## src/hdl/ptd_pkg.sv

```systemverilog
`timescale 1ns / 1ps
// ---------------------------------------------------------------------------
// ptd_pkg: shared types and constants of the periodic task dispatcher
// opcodes, status codes, slot modes and controller command/status structs
// ---------------------------------------------------------------------------
package ptd_pkg;

  localparam int SlotCountDef  = 16;
  localparam int PrioLevelsDef = 4;

  typedef enum logic [3:0] {
    OP_TICK     = 4'd0,
    OP_ADD      = 4'd1,
    OP_REMOVE   = 4'd2,
    OP_SUSPEND  = 4'd3,
    OP_RESUME   = 4'd4,
    OP_SET_PER  = 4'd5,
    OP_SET_PRIO = 4'd6,
    OP_DISPATCH = 4'd7,
    OP_DONE     = 4'd8
  } opcode_t;

  typedef enum logic [2:0] {
    ST_OK       = 3'd0,
    ST_NO_FREE  = 3'd1,
    ST_BAD_SLOT = 3'd2,
    ST_NONE_DUE = 3'd3,
    ST_NOT_RUN  = 3'd4
  } status_t;

  typedef enum logic [1:0] {
    MODE_READY     = 2'd0,
    MODE_RUNNING   = 2'd1,
    MODE_SUSPENDED = 2'd2
  } mode_t;

  typedef enum logic [2:0] {
    S_IDLE,
    S_EXEC,
    S_WALK,
    S_DONE_RD,
    S_OUT
  } state_t;

  // controller to datapath
  typedef struct packed {
    logic load;   // capture the input transaction
    logic start;  // start of walk: load walk position
    logic step;   // evaluate one walk position
    logic exec;   // opcodes run in one step
    logic done_rd;// done: read peak and run time
    logic finish; // close out the transaction result
  } ptd_cmd_t;

  // datapath to controller
  typedef struct packed {
    logic walk_end; // walk reached its last position or, but for tick, found a slot
    logic is_walk;  // opcode needs a walk over slots
    logic is_done;  // opcode is done with a task running
  } ptd_sts_t;

endpackage

```

## src/hdl/ptd_stream_if.sv

```systemverilog
`timescale 1ns / 1ps
// ---------------------------------------------------------------------------
// ptd_in_if / ptd_out_if: valid/ready channels of the dispatcher
// input opcodes and result transactions
// ---------------------------------------------------------------------------
interface ptd_in_if;
  logic        valid;
  logic        ready;
  logic [3:0]  opcode;
  logic [3:0]  slot;
  logic [31:0] period_ticks;
  logic [1:0]  prio_level;
  modport source (output valid, opcode, slot, period_ticks, prio_level, input ready);
  modport sink (input valid, opcode, slot, period_ticks, prio_level, output ready);
endinterface

interface ptd_out_if;
  logic        valid;
  logic        ready;
  logic [2:0]  status;
  logic [3:0]  result_slot;
  logic [31:0] run_ticks;
  logic [31:0] peak_run_ticks;
  logic [31:0] clock_now;
  modport source (output valid, status, result_slot, run_ticks, peak_run_ticks, clock_now,
                  input ready);
  modport sink (input valid, status, result_slot, run_ticks, peak_run_ticks, clock_now,
                output ready);
endinterface

```

## src/hdl/ptd_ctrl.sv

```systemverilog
`timescale 1ns / 1ps
// ---------------------------------------------------------------------------
// ptd_ctrl: transaction sequencer
// accepts one transaction, runs the walk or single-step command, holds result
// ---------------------------------------------------------------------------
module ptd_ctrl (
  input  logic              clk,
  input  logic              rst,
  input  logic              in_valid,
  output logic              in_ready,
  output logic              out_valid,
  input  logic              out_ready,
  output ptd_pkg::ptd_cmd_t cmd,
  input  ptd_pkg::ptd_sts_t sts
);

  ptd_pkg::state_t state, state_next;

  // state register
  always_ff @(posedge clk) begin
    if (rst) state <= ptd_pkg::S_IDLE;
    else     state <= state_next;
  end

  // next state and commands
  always_comb begin
    state_next = state;
    cmd        = '0;
    in_ready   = 1'b0;
    out_valid  = 1'b0;
    unique case (state)
      ptd_pkg::S_IDLE: begin
        in_ready = 1'b1;
        if (in_valid) begin
          cmd.load   = 1'b1;
          state_next = ptd_pkg::S_EXEC;
        end
      end
      ptd_pkg::S_EXEC: begin
        if (sts.is_walk) begin
          cmd.start  = 1'b1;
          state_next = ptd_pkg::S_WALK;
        end else if (sts.is_done) begin
          cmd.done_rd = 1'b1;
          state_next  = ptd_pkg::S_DONE_RD;
        end else begin
          cmd.exec   = 1'b1;
          state_next = ptd_pkg::S_OUT;
        end
      end
      ptd_pkg::S_WALK: begin
        cmd.step = 1'b1;
        if (sts.walk_end) state_next = ptd_pkg::S_DONE_RD;
      end
      ptd_pkg::S_DONE_RD: begin
        cmd.finish = 1'b1;
        state_next = ptd_pkg::S_OUT;
      end
      ptd_pkg::S_OUT: begin
        out_valid = 1'b1;
        if (out_ready) state_next = ptd_pkg::S_IDLE;
      end
      default: state_next = ptd_pkg::S_IDLE;
    endcase
  end

endmodule

```

## src/hdl/ptd_datapath.sv

```systemverilog
`timescale 1ns / 1ps
// ---------------------------------------------------------------------------
// ptd_datapath: slot table, clock and scan state
// walks slots one per cycle for tick, add and dispatch
// ---------------------------------------------------------------------------
module ptd_datapath #(
  parameter int SLOT_COUNT  = ptd_pkg::SlotCountDef,
  parameter int PRIO_LEVELS = ptd_pkg::PrioLevelsDef
) (
  input  logic              clk,
  input  logic              rst,
  input  ptd_pkg::ptd_cmd_t cmd,
  output ptd_pkg::ptd_sts_t sts,
  input  logic [3:0]        opcode,
  input  logic [3:0]        slot,
  input  logic [31:0]       period_ticks,
  input  logic [1:0]        prio_level,
  output logic [2:0]        status,
  output logic [3:0]        result_slot,
  output logic [31:0]       run_ticks,
  output logic [31:0]       peak_run_ticks,
  output logic [31:0]       clock_now
);

  localparam int PosCount = PRIO_LEVELS * 16;

  // captured transaction
  logic [3:0]  op_q, slot_q;
  logic [31:0] per_q;
  logic [1:0]  prio_q;

  // global state
  logic [31:0] clock_count, run_begin;
  logic [15:0] used_mask, due_mask;
  logic        run_none;
  logic [3:0]  run_slot;
  logic        scan_act;
  logic [5:0]  scan_pos;

  // slot table; mode in flops, the rest payload
  logic [1:0]  slot_mode [16];
  logic [31:0] slot_period [16];
  logic [31:0] slot_last [16];
  logic [1:0]  slot_prio [16];
  logic [31:0] slot_peak [16];

  // walk state
  logic [6:0]  pos;
  logic        found;
  logic [3:0]  found_slot;
  logic [31:0] peak_rd, run_q;

  logic        bad;
  logic [3:0]  k;
  logic [1:0]  lvl;
  logic        hit;
  logic [31:0] elapsed;
  logic [6:0]  walk_last;
  logic        scan_go;

  assign bad = (op_q >= 4'(ptd_pkg::OP_REMOVE)) && (op_q <= 4'(ptd_pkg::OP_SET_PRIO))
               && (5'(slot_q) >= 5'(SLOT_COUNT));
  assign k       = pos[3:0];
  assign lvl     = pos[5:4];
  assign elapsed = clock_count - slot_last[k];
  assign scan_go = run_none && (scan_act || (due_mask != 16'd0));

  // per-position hit for the active walk
  always_comb begin
    hit       = 1'b0;
    walk_last = 7'(SLOT_COUNT - 1);
    case (op_q)
      4'(ptd_pkg::OP_TICK):
        hit = used_mask[k] && slot_mode[k] == ptd_pkg::MODE_READY
              && elapsed >= slot_period[k];
      4'(ptd_pkg::OP_ADD): hit = !used_mask[k];
      default: begin
        walk_last = 7'(PosCount - 1);
        hit = (5'(k) < 5'(SLOT_COUNT)) && used_mask[k] && due_mask[k]
              && slot_prio[k] == lvl && slot_mode[k] == ptd_pkg::MODE_READY;
      end
    endcase
  end

  always_comb begin
    sts.is_walk  = !bad && (op_q == 4'(ptd_pkg::OP_TICK) || op_q == 4'(ptd_pkg::OP_ADD)
                   || (op_q == 4'(ptd_pkg::OP_DISPATCH) && scan_go));
    sts.is_done  = !bad && op_q == 4'(ptd_pkg::OP_DONE) && !run_none;
    sts.walk_end = (pos == walk_last)
                   || (hit && op_q != 4'(ptd_pkg::OP_TICK));
  end

  assign clock_now = clock_count;

  // sequential state update
  always_ff @(posedge clk) begin
    if (cmd.load) begin
      op_q <= opcode; slot_q <= slot; per_q <= period_ticks; prio_q <= prio_level;
    end
    if (cmd.start) begin
      pos   <= (op_q == 4'(ptd_pkg::OP_DISPATCH) && scan_act) ? {1'b0, scan_pos} : 7'd0;
      found <= 1'b0;
      if (op_q == 4'(ptd_pkg::OP_TICK)) clock_count <= clock_count + 32'd1;
    end
    if (cmd.step) begin
      pos <= pos + 7'd1;
      if (hit) begin
        found_slot <= k;
        found      <= 1'b1;
        if (op_q == 4'(ptd_pkg::OP_TICK)) due_mask[k] <= 1'b1;
        else if (op_q == 4'(ptd_pkg::OP_ADD)) begin
          slot_period[k] <= per_q;
          slot_last[k]   <= clock_count;
          slot_peak[k]   <= 32'd0;
          slot_mode[k]   <= ptd_pkg::MODE_READY;
          slot_prio[k]   <= prio_q;
          used_mask[k]   <= 1'b1;
          due_mask[k]    <= 1'b0;
        end else begin
          due_mask[k]  <= 1'b0;
          slot_mode[k] <= ptd_pkg::MODE_RUNNING;
          run_slot     <= k;
          run_none     <= 1'b0;
          run_begin    <= clock_count;
        end
      end
    end
    if (cmd.done_rd) begin
      peak_rd <= slot_peak[run_slot];
      run_q   <= clock_count - run_begin;
    end
    if (cmd.exec) begin
      status <= bad ? 3'(ptd_pkg::ST_BAD_SLOT) : 3'(ptd_pkg::ST_OK);
      result_slot <= 4'd0; run_ticks <= 32'd0; peak_run_ticks <= 32'd0;
      if (!bad) begin
        case (op_q)
          4'(ptd_pkg::OP_REMOVE): begin
            used_mask[slot_q] <= 1'b0; due_mask[slot_q] <= 1'b0;
            slot_mode[slot_q] <= ptd_pkg::MODE_SUSPENDED;
          end
          4'(ptd_pkg::OP_SUSPEND): begin
            slot_mode[slot_q] <= ptd_pkg::MODE_SUSPENDED; due_mask[slot_q] <= 1'b0;
          end
          4'(ptd_pkg::OP_RESUME): begin
            slot_mode[slot_q] <= ptd_pkg::MODE_READY; slot_last[slot_q] <= clock_count;
          end
          4'(ptd_pkg::OP_SET_PER): begin
            slot_period[slot_q] <= per_q; slot_last[slot_q] <= clock_count;
          end
          4'(ptd_pkg::OP_SET_PRIO): slot_prio[slot_q] <= prio_q;
          4'(ptd_pkg::OP_DISPATCH):
            if (!run_none) result_slot <= run_slot;
            else status <= 3'(ptd_pkg::ST_NONE_DUE);
          4'(ptd_pkg::OP_DONE): status <= 3'(ptd_pkg::ST_NOT_RUN);
          default: ;
        endcase
      end
    end
    if (cmd.finish) begin
      status <= 3'(ptd_pkg::ST_OK);
      result_slot <= 4'd0; run_ticks <= 32'd0; peak_run_ticks <= 32'd0;
      case (op_q)
        4'(ptd_pkg::OP_ADD):
          if (found) result_slot <= found_slot;
          else status <= 3'(ptd_pkg::ST_NO_FREE);
        4'(ptd_pkg::OP_DISPATCH): begin
          if (found) result_slot <= found_slot;
          else status <= 3'(ptd_pkg::ST_NONE_DUE);
          if (found && pos < 7'(PosCount)) begin
            scan_act <= 1'b1; scan_pos <= pos[5:0];
          end else scan_act <= 1'b0;
        end
        4'(ptd_pkg::OP_DONE): begin
          result_slot <= run_slot;
          run_ticks   <= run_q;
          peak_run_ticks <= (run_q > peak_rd) ? run_q : peak_rd;
          if (run_q > peak_rd) slot_peak[run_slot] <= run_q;
          slot_last[run_slot] <= clock_count;
          if (slot_mode[run_slot] == ptd_pkg::MODE_RUNNING)
            slot_mode[run_slot] <= ptd_pkg::MODE_READY;
          run_none <= 1'b1;
        end
        default: ;
      endcase
    end
    if (rst) begin
      clock_count <= '0; used_mask <= '0; due_mask <= '0;
      run_begin <= '0; run_none <= 1'b1; run_slot <= '0;
      scan_act <= 1'b0; scan_pos <= '0;
      for (int i = 0; i < 16; i++) slot_mode[i] <= ptd_pkg::MODE_SUSPENDED;
    end
  end

endmodule

```

## src/hdl/periodic_task_dispatcher.sv

```systemverilog
`timescale 1ns / 1ps
// operation: one transaction at a time; tick walks all SLOT_COUNT slots, add up to
// SLOT_COUNT slots and dispatch up to 16*PRIO_LEVELS positions, one slot per cycle;
// done with a task running reads the peak first, other opcodes run in a single step,
// and each result is held until taken before the next transaction is accepted
// reset: synchronous rst clears the clock, masks, modes and scan; no clearing pass
// ---------------------------------------------------------------------------
// periodic_task_dispatcher: top level
// opcode-driven periodic task slot table with priority dispatch scan
// ---------------------------------------------------------------------------
module periodic_task_dispatcher #(
  parameter int SLOT_COUNT  = ptd_pkg::SlotCountDef,
  parameter int PRIO_LEVELS = ptd_pkg::PrioLevelsDef
) (
  input logic     clk,
  input logic     rst,
  ptd_in_if.sink  in_ch,
  ptd_out_if.source out_ch
);

  ptd_pkg::ptd_cmd_t cmd;
  ptd_pkg::ptd_sts_t sts;

  // sequencer
  ptd_ctrl u_ctrl (
    .clk, .rst,
    .in_valid(in_ch.valid), .in_ready(in_ch.ready),
    .out_valid(out_ch.valid), .out_ready(out_ch.ready),
    .cmd, .sts
  );

  // slot table and walk
  ptd_datapath #(.SLOT_COUNT(SLOT_COUNT), .PRIO_LEVELS(PRIO_LEVELS)) u_dp (
    .clk, .rst, .cmd, .sts,
    .opcode(in_ch.opcode), .slot(in_ch.slot),
    .period_ticks(in_ch.period_ticks), .prio_level(in_ch.prio_level),
    .status(out_ch.status), .result_slot(out_ch.result_slot),
    .run_ticks(out_ch.run_ticks), .peak_run_ticks(out_ch.peak_run_ticks),
    .clock_now(out_ch.clock_now)
  );

endmodule

```

## src/flat_wrapper.sv

```systemverilog
// flat-port wrapper written by rule: the top's interface ports become plain ports
module periodic_task_dispatcher_flat 
#(
  parameter int SLOT_COUNT  = ptd_pkg::SlotCountDef,
  parameter int PRIO_LEVELS = ptd_pkg::PrioLevelsDef
)
  (clk, rst, in_ch_valid, in_ch_opcode, in_ch_slot, in_ch_period_ticks, in_ch_prio_level, in_ch_ready, out_ch_valid, out_ch_status, out_ch_result_slot, out_ch_run_ticks, out_ch_peak_run_ticks, out_ch_clock_now, out_ch_ready);
  ptd_in_if in_ch_i ();
  ptd_out_if out_ch_i ();
  input logic clk;
  input logic rst;
  input wire logic [$bits(in_ch_i.valid)-1:0] in_ch_valid;
  input wire logic [$bits(in_ch_i.opcode)-1:0] in_ch_opcode;
  input wire logic [$bits(in_ch_i.slot)-1:0] in_ch_slot;
  input wire logic [$bits(in_ch_i.period_ticks)-1:0] in_ch_period_ticks;
  input wire logic [$bits(in_ch_i.prio_level)-1:0] in_ch_prio_level;
  output wire logic [$bits(in_ch_i.ready)-1:0] in_ch_ready;
  output wire logic [$bits(out_ch_i.valid)-1:0] out_ch_valid;
  output wire logic [$bits(out_ch_i.status)-1:0] out_ch_status;
  output wire logic [$bits(out_ch_i.result_slot)-1:0] out_ch_result_slot;
  output wire logic [$bits(out_ch_i.run_ticks)-1:0] out_ch_run_ticks;
  output wire logic [$bits(out_ch_i.peak_run_ticks)-1:0] out_ch_peak_run_ticks;
  output wire logic [$bits(out_ch_i.clock_now)-1:0] out_ch_clock_now;
  input wire logic [$bits(out_ch_i.ready)-1:0] out_ch_ready;
  assign in_ch_i.valid = in_ch_valid;
  assign in_ch_i.opcode = in_ch_opcode;
  assign in_ch_i.slot = in_ch_slot;
  assign in_ch_i.period_ticks = in_ch_period_ticks;
  assign in_ch_i.prio_level = in_ch_prio_level;
  assign in_ch_ready = in_ch_i.ready;
  assign out_ch_valid = out_ch_i.valid;
  assign out_ch_status = out_ch_i.status;
  assign out_ch_result_slot = out_ch_i.result_slot;
  assign out_ch_run_ticks = out_ch_i.run_ticks;
  assign out_ch_peak_run_ticks = out_ch_i.peak_run_ticks;
  assign out_ch_clock_now = out_ch_i.clock_now;
  assign out_ch_i.ready = out_ch_ready;
  periodic_task_dispatcher #(.SLOT_COUNT(SLOT_COUNT), .PRIO_LEVELS(PRIO_LEVELS)) u_core (.clk(clk), .rst(rst), .in_ch(in_ch_i), .out_ch(out_ch_i));
endmodule
```

## config.mk

```make
export PLATFORM = sky130hd
export DESIGN_NAME = periodic_task_dispatcher_flat
export DESIGN_NICKNAME = d
export VERILOG_FILES = /design/src/hdl/ptd_pkg.sv /design/src/hdl/ptd_stream_if.sv /design/src/hdl/ptd_ctrl.sv /design/src/hdl/ptd_datapath.sv /design/src/hdl/periodic_task_dispatcher.sv /design/src/flat_wrapper.sv
export SDC_FILE = /design/constraint.sdc
export NUM_CORES = 2
export LEC_CHECK = 0
export BUFFER_PORTS_ARGS = -buffer_cell sky130_fd_sc_hd__buf_4
export CAP_MARGIN = 20
export CORE_UTILIZATION = 45
export CTS_BUF_LIST = sky130_fd_sc_hd__clkbuf_4
export CTS_CLUSTER_SIZE = 28
export DETAILED_ROUTE_END_ITERATION = 8
export SLEW_MARGIN = 40
export SYNTH_ARGS = -nofsm -noshare
export SYNTH_HDL_FRONTEND = slang
export SYNTH_SLANG_ARGS = --single-unit
```

## constraint.sdc

```tcl
create_clock -name clk -period 21.7 [get_ports clk]
set_input_delay 2.17 -clock clk [delete_from_list [all_inputs] [get_ports clk]]
set_output_delay 2.17 -clock clk [all_outputs]
set_load 0.05 [all_outputs]
```

Word-level counts from Yosys, hierarchy flattened. Memory sizes are Yosys's and may differ from the RTL's. A register that Yosys moved wholly into a read port is not among the register bits. Cells that the tools add are included.

Add/subtract/negate cells: 4. $mul: 0. Divide/modulo/power cells: 0. Magnitude comparators: 7. Equality and inequality tests: 18. Shift-type cells: 0. Mux-type cells: 140. Bitwise gates (word level): 13. Reduce and logical (&&, ||, !) cells: 42.

Operators by type and width (number): $mux 32 (11); $mux 16 (11); $reduce_or 32->1 (4); $mux 4 (18); $mux 1 (70); $sub 32x32->32 (2); $and 16x16->16 (3); $add 32x1->32 const B (1); $ge 32x32->1 (1); $gt 32x32->1 (1); $not 16->16 (2); $or 16x16->16 (2); $mux 3 (7); $mux 2 (10); $eq 4x3->1 const B (4); $reduce_bool 16->1 (1); $pmux 3 s5 (1); $mux 7 (2); $logic_and 1x1->1 (13); $mux 6 (2); $reduce_or 2->1 (6); $lt 4x5->1 const B (2); $bmux 1 s4 (2); $demux 1 s4 (2); 30 further kinds (46).

Bits in registers: 268. Bits in latches: 0. Memory bits (writable): 1600. Memory bits (read-only): 0. Input port bits: 46. Output and inout bits: 105. Word-level logic and storage cells: 250. Memories: 5.

Memory list: u_core.u_dp.slot_last (words 16, width 32, rd ports 1, clocked after Yosys merged registers in 1, write ports 1, line ptd_datapath.sv:43) `logic [31:0] slot_last [16];`; u_core.u_dp.slot_peak (words 16, width 32, rd ports 1, clocked after Yosys merged registers in 1, write ports 1, line ptd_datapath.sv:45) `logic [31:0] slot_peak [16];`; u_core.u_dp.slot_period (words 16, width 32, rd ports 1, clocked after Yosys merged registers in 1, write ports 1, line ptd_datapath.sv:42) `logic [31:0] slot_period [16];`; u_core.u_dp.slot_mode (words 16, width 2, rd ports 2, clocked after Yosys merged registers in 2, write ports 17, line ptd_datapath.sv:41) `logic [1:0] slot_mode [16];`; u_core.u_dp.slot_prio (words 16, width 2, rd ports 1, clocked after Yosys merged registers in 1, write ports 1, line ptd_datapath.sv:44) `logic [1:0] slot_prio [16];`.

Depth between registers and ports, before layout.
Word-level depth: 14. Depth in mapped cells: 30. Depth with buffers taken out: 24.

Hierarchy. Synthesis repeated with hierarchy kept, for this count alone.

Cell total of the unflattened synthesis: 4258. Area total of the unflattened synthesis: 78331.4 um2.

By module, submodules not included: ptd_datapath (instances 1, cells each 4230, area each 78087.4 um2, sequential area each 55713.4 um2); ptd_ctrl (instances 1, cells each 28, area each 244.0 um2, sequential area each 60.1 um2).

Worst setup path before layout. Ideal clock, no wire load.

Kind: register to register. From: reg u_core.u_dp.op_q[1]. To: reg u_core.u_dp.peak_run_ticks[0], enable pin. Setup time: 0.607 ns. Arrival time: 6.526 ns. Required time: 21.093 ns. Slack: 14.567 ns. Stages on the path, launching flop included: 8. Path buffers: 1. Clock period less this slack: 7.133 ns. Path through: edfxtp_1 clkbuf_1 nor3_1 nor4_1 nand3_1 nor4_1 nor3_1 o31ai_1.

Word-level cells in the longest chain between the ends: 6. Elaborated cells between the ends (all ways): 12. Those cells by class: 3 x eq/ne; 3 x mux; 6 x reduce/logical.

Ends and longest elaborated chain: from (decl) (line ptd_datapath.sv:28) `logic [3:0] op_q, slot_q;`; from (signal assigned) (line ptd_datapath.sv:98) `op_q <= opcode; slot_q <= slot; per_q <= period_ticks; prio_q <= prio_level;`; $eq 4x4->1, or another cell as far along (line ptd_datapath.sv:88) `sts.is_done = !bad && op_q == 4'(ptd_pkg::OP_DONE) && !run_none;`; $logic_and 1x1->1, or another cell as far along (line ptd_datapath.sv:88); $mux 1 / $logic_or 1x1->1 (equally long branches) (line ptd_ctrl.sv:43, ptd_datapath.sv:87); $mux 2 (*) (line ptd_ctrl.sv:40) `if (sts.is_walk) begin`; $mux 2 (*) (line ptd_ctrl.sv:31) `unique case (state)`; $reduce_bool 2->1 (no source line) (*); to (signal assigned) (line ptd_datapath.sv:176) `peak_run_ticks <= (run_q > peak_rd) ? run_q : peak_rd;`; to (decl) (line ptd_datapath.sv:21) `output logic [31:0] peak_run_ticks,`.

Mark *: on every way between the ends. The rest lies on a longest branch, timed or not. A chain may end at the register's enable or synchronous reset.

==> out/results.tsv <==
stage	metric	value	unit
global_routing	total grt overflow	0	
detailed_routing	Final ANT Viol Nets	0	
sta	RSZ-0062 raised after global routing	no	
detailed_routing	via density per instance	5.74	
cells_and_area	area of the multi-input gates	21300	um^2
flow_run	MaxCap Viol Count	0	
cts	clk_lat worst skew	1.47	ns
sta	Worst Clk Skew	0.174	ns
yosys	leading area contributor after synthesis	edfxtp_1	
die	Die Y	418	um
global_routing	first-pass GRT wire length	293000	um
critical_path	Arr. time, crit path	8.97	ns
die	CORE AREA	172000	um^2
sta	actual slew at the worst max-slew pin	0.891	ns
die	FP Rows	152	
sta	Setup-failing EPs final	0	
cts	Root Buffer	clkbuf_4	
cells_and_area	Fillers	14100	
die	Die X	418	um
cells_and_area	commonest cells after routing, fill and taps aside	edfxtp_1, clkbuf_4, mux4_2	
yosys	share of the synthesized area in the top cell type	67.7	%
critical_path	worst-path cell chain	buf_4, buf_12, mux4_2, mux4_2, inv_1, ha_1, a21oi_1, o21ai_0, a311oi_1, o211ai_1, o311ai_0, a21oi_1, o21a_1, o41ai_1, xnor2_1, ha_1, and4_1, a221oi_1, nand2_1, a21oi_1, o21ai_1, a21o_2, nand3_1, mux2i_1	
sta	final worst-path cycle share	35.4	%
cts	# H-tree levels	5	
cts	hold bufs inserted after CTS	0	
global_routing	met2 Track Usage GR	38.0	%
global_routing	GRT busiest layer	met2	
global_routing	largest net degree at the start of global routing	135	
place	placed cell area	82700	um^2
detailed_routing	drt pass-1 iters	5	
sta	worst rel slew slack	40.3	%
sta	Final Hold Viols	0	
sta	Max Slew Vio Count	0	
global_routing	initial antenna violation count	4	
yosys	Synth cell types	79	
cts	cts repair resizes	0	
die	Ports	151	
yosys	synth warn	0	
critical_path	Reg2Reg Depth	24	
yosys	cells after synthesis	4259	
critical_path	Reg-to-Reg End	u_core.u_dp.due_mask[2]	
critical_path	crit path max fanout	48	
cells_and_area	Sequential Area	55800	um^2
die	DIE AREA	175000	um^2
yosys	post-synthesis instance area	77900	um^2
cts	CTS Sinks	1908	
critical_path	Crit. End Element	flop	
cells_and_area	proportion of layout cells with a drive suffix above 1	31.2	%
worst_hold_path	Hold Startpoint	u_core.u_dp.run_begin[15]	
cts	postcts setup bufs	0	
global_routing	met3 Usage GRT	4.25	%
sta	Setup TNS	0	ns
cts	CTS tree	built	
place	port bufs	150	
place	GP Congestion	0.891	
cts	largest buffer count on any clock path	4	
yosys	synth top area cells	edfxtp_1, mux4_2, dfxtp_1	
detailed_routing	Routed WL	201000	um
sta	Tmin final	7.68	ns
place	hpwl dp	111000	um
die	Initial Util	45.4	%
cells_and_area	Final #Nets	4989	
critical_path	most frequent CP cell	a21oi_1	
critical_path	critical path launch point type	flop	
yosys	syn_nets	4439	
power	Pleak	28.5	nW
cells_and_area	post-route cell area	88700	um^2
global_routing	vias in the first global route	43700	
outcome	outcome	completed	
sta	Min Hold Slack	0.451	ns
critical_path	Required @ worst endpoint	23.00	ns
critical_path	reg-to-reg slack, setup	14.02	ns
yosys	EDFF count, synth	1756	
cells_and_area	most common cell after layout, fill and taps aside	edfxtp_1	
sta	Max Fclk	130	MHz
cts	Clock Pin Slew Worst Setup and Hold Paths	0.07	ns
critical_path	CP max stage cell	buf_4	
power	PD cells	80.7	nW/um^2
yosys	Post-synth top flop	edfxtp_1	
detailed_routing	drt initial violations	3896	
detailed_routing	Post-route DRC	0	
critical_path	Worst path max stage delay	0.70	ns
critical_path	delay-heaviest family, CP	compound AO/OA/AOI/OAI gates	
yosys	ys async rst share	0	%
critical_path	Bufs and invs on worst path	3	
critical_path	Setup Crit Path Kind	flop to flop	
detailed_routing	Via Count	42900	
power	overall power	0.00716	W
cts	Num CTS Buffers	486	
power	Worst VDD drop	0.0000625	V
worst_hold_path	Worst Hold Class	flop to flop	
yosys	#FFs+latches synth	1908	
global_routing	met1 GRT Util	30.8	%
worst_hold_path	worst hold stages	2	
cells_and_area	Layout area overhead	13.9	%
yosys	Avg Synthesized Cell Area	18.3	um^2
yosys	Seq/Total Area, Yosys	71.6	%
global_routing	overall routing resource usage	23.2	%
worst_hold_path	Worst Hold End	u_core.u_dp.run_begin[15]	
detailed_routing	DR WL/cell	26.9	um
## flip-flops by register name, indices dropped and copies added (netlist names), 7 cells and up, named ones only
| signal | flops |
|---|---|
| u_core.u_dp.clock_now | 32 |
| u_core.u_dp.due_mask | 16 |
| u_core.u_dp.peak_rd | 32 |
| u_core.u_dp.peak_run_ticks | 32 |
| u_core.u_dp.per_q | 32 |
| u_core.u_dp.pos | 7 |
| u_core.u_dp.run_begin | 32 |
| u_core.u_dp.run_q | 32 |
| u_core.u_dp.run_ticks | 32 |
| u_core.u_dp.slot_last | 512 |
| u_core.u_dp.slot_mode | 32 |
| u_core.u_dp.slot_peak | 512 |
| u_core.u_dp.slot_period | 512 |
| u_core.u_dp.slot_prio | 32 |
| u_core.u_dp.used_mask | 16 |
## synthesized netlist by cell type (all sizes together), types with 14 or more instances
cell    number
and3        49
nand2      207
o311ai      20
nor3        36
nand4       23
xor2        39
nor2       195
a31oi       22
edfxtp    1756
o31ai       23
buf         46
o21a        15
nand2b      17
or3         14
ha         132
a21o        38
nor2b       21
clkbuf     163
mux2i       31
o21ai       84
and2        43
a21oi      235
xnor2       45
dfxtp      152
a211oi      22
inv        147
mux4       501
nand3       45
## metal layers
layer  vias up  part of all wire [%]
met2      1659                    50
met5         -                0.0060
met3       363                   6.4
met1     22300                    41
met4         2                   3.3
li1      18600                     -
## final cells by class
class / count / share of cell area [%]
well taps: 2310 / 3.26
diodes: 6 / 0.0169
flip-flops and latches: 1908 / 62.9
inverters: 148 / 0.628
clock inverters: 135 / 0.773
clock buffers: 705 / 5.97
repair buffers: 271 / 2.46
multi-input cells: 1994 / 24.0
## worst register-to-register path, cell delays in order (launching register included)
cell and delay (ns):
dfxtp_4 0.67, buf_4 0.70, buf_12 0.37, mux4_2 0.42
mux4_2 0.48, inv_1 0.08, ha_1 0.29, a21oi_1 0.20
o21ai_0 0.12, a311oi_1 0.42, o211ai_1 0.23, o311ai_0 0.48
a21oi_1 0.16, o21a_1 0.23, o41ai_1 0.32, xnor2_1 0.19
ha_1 0.26, and4_1 0.20, a221oi_1 0.40, nand2_1 0.09
a21oi_1 0.19, o21ai_1 0.21, a21o_2 0.47, nand3_1 0.20
mux2i_1 0.19
## per-stage QoR
stage                     cells  worst slack, ns  utilization (%)
after floorplan            4259            14.57                -
after global placement     6627            13.01             48.1
after detailed placement   6630            13.68             48.1
after CTS                  7470            13.57             51.6
after global routing       7476            13.42             51.6
final                      7477            14.02             51.6
## kinds of logic after synthesis
group	share of synthesized area (%)
multiplexers	15.0
AND/OR/NAND/NOR	4.44
adder cells (fa/ha/maj)	2.17
flip-flops	71.6
AO/OA/AOI/OAI	4.09
buffers and inverters	1.76
XOR/XNOR	0.944
## where the power goes
part | internal, W | leakage (nW) | switching, W
clock | 0.00154 | 3.57 | 0.00143
sequential | 0.00401 | 16.1 | 0.0000387
combinational | 0.0000437 | 8.91 | 0.000101
total | 0.00559 | 28.5 | 0.00157
## how the worst max path moves through the flow
stage / slack, ns / to / cells after the start / from
finish: 14.02 / u_core.u_dp.due_mask[2] / 24 / flop
global route: 13.42 / u_core.u_dp.used_mask[5] / 24 / flop
CTS: 13.57 / u_core.u_dp.used_mask[2] / 24 / flop
detailed placement: 13.68 / u_core.u_dp.used_mask[2] / 24 / flop
global placement: 13.01 / u_core.u_dp.used_mask[1] / 25 / flop
floorplan: 14.57 / u_core.u_dp.peak_run_ticks[0] / 7 / u_core.u_dp.op_q[1]
No activity file was read; power rests on OpenSTA's default activity.
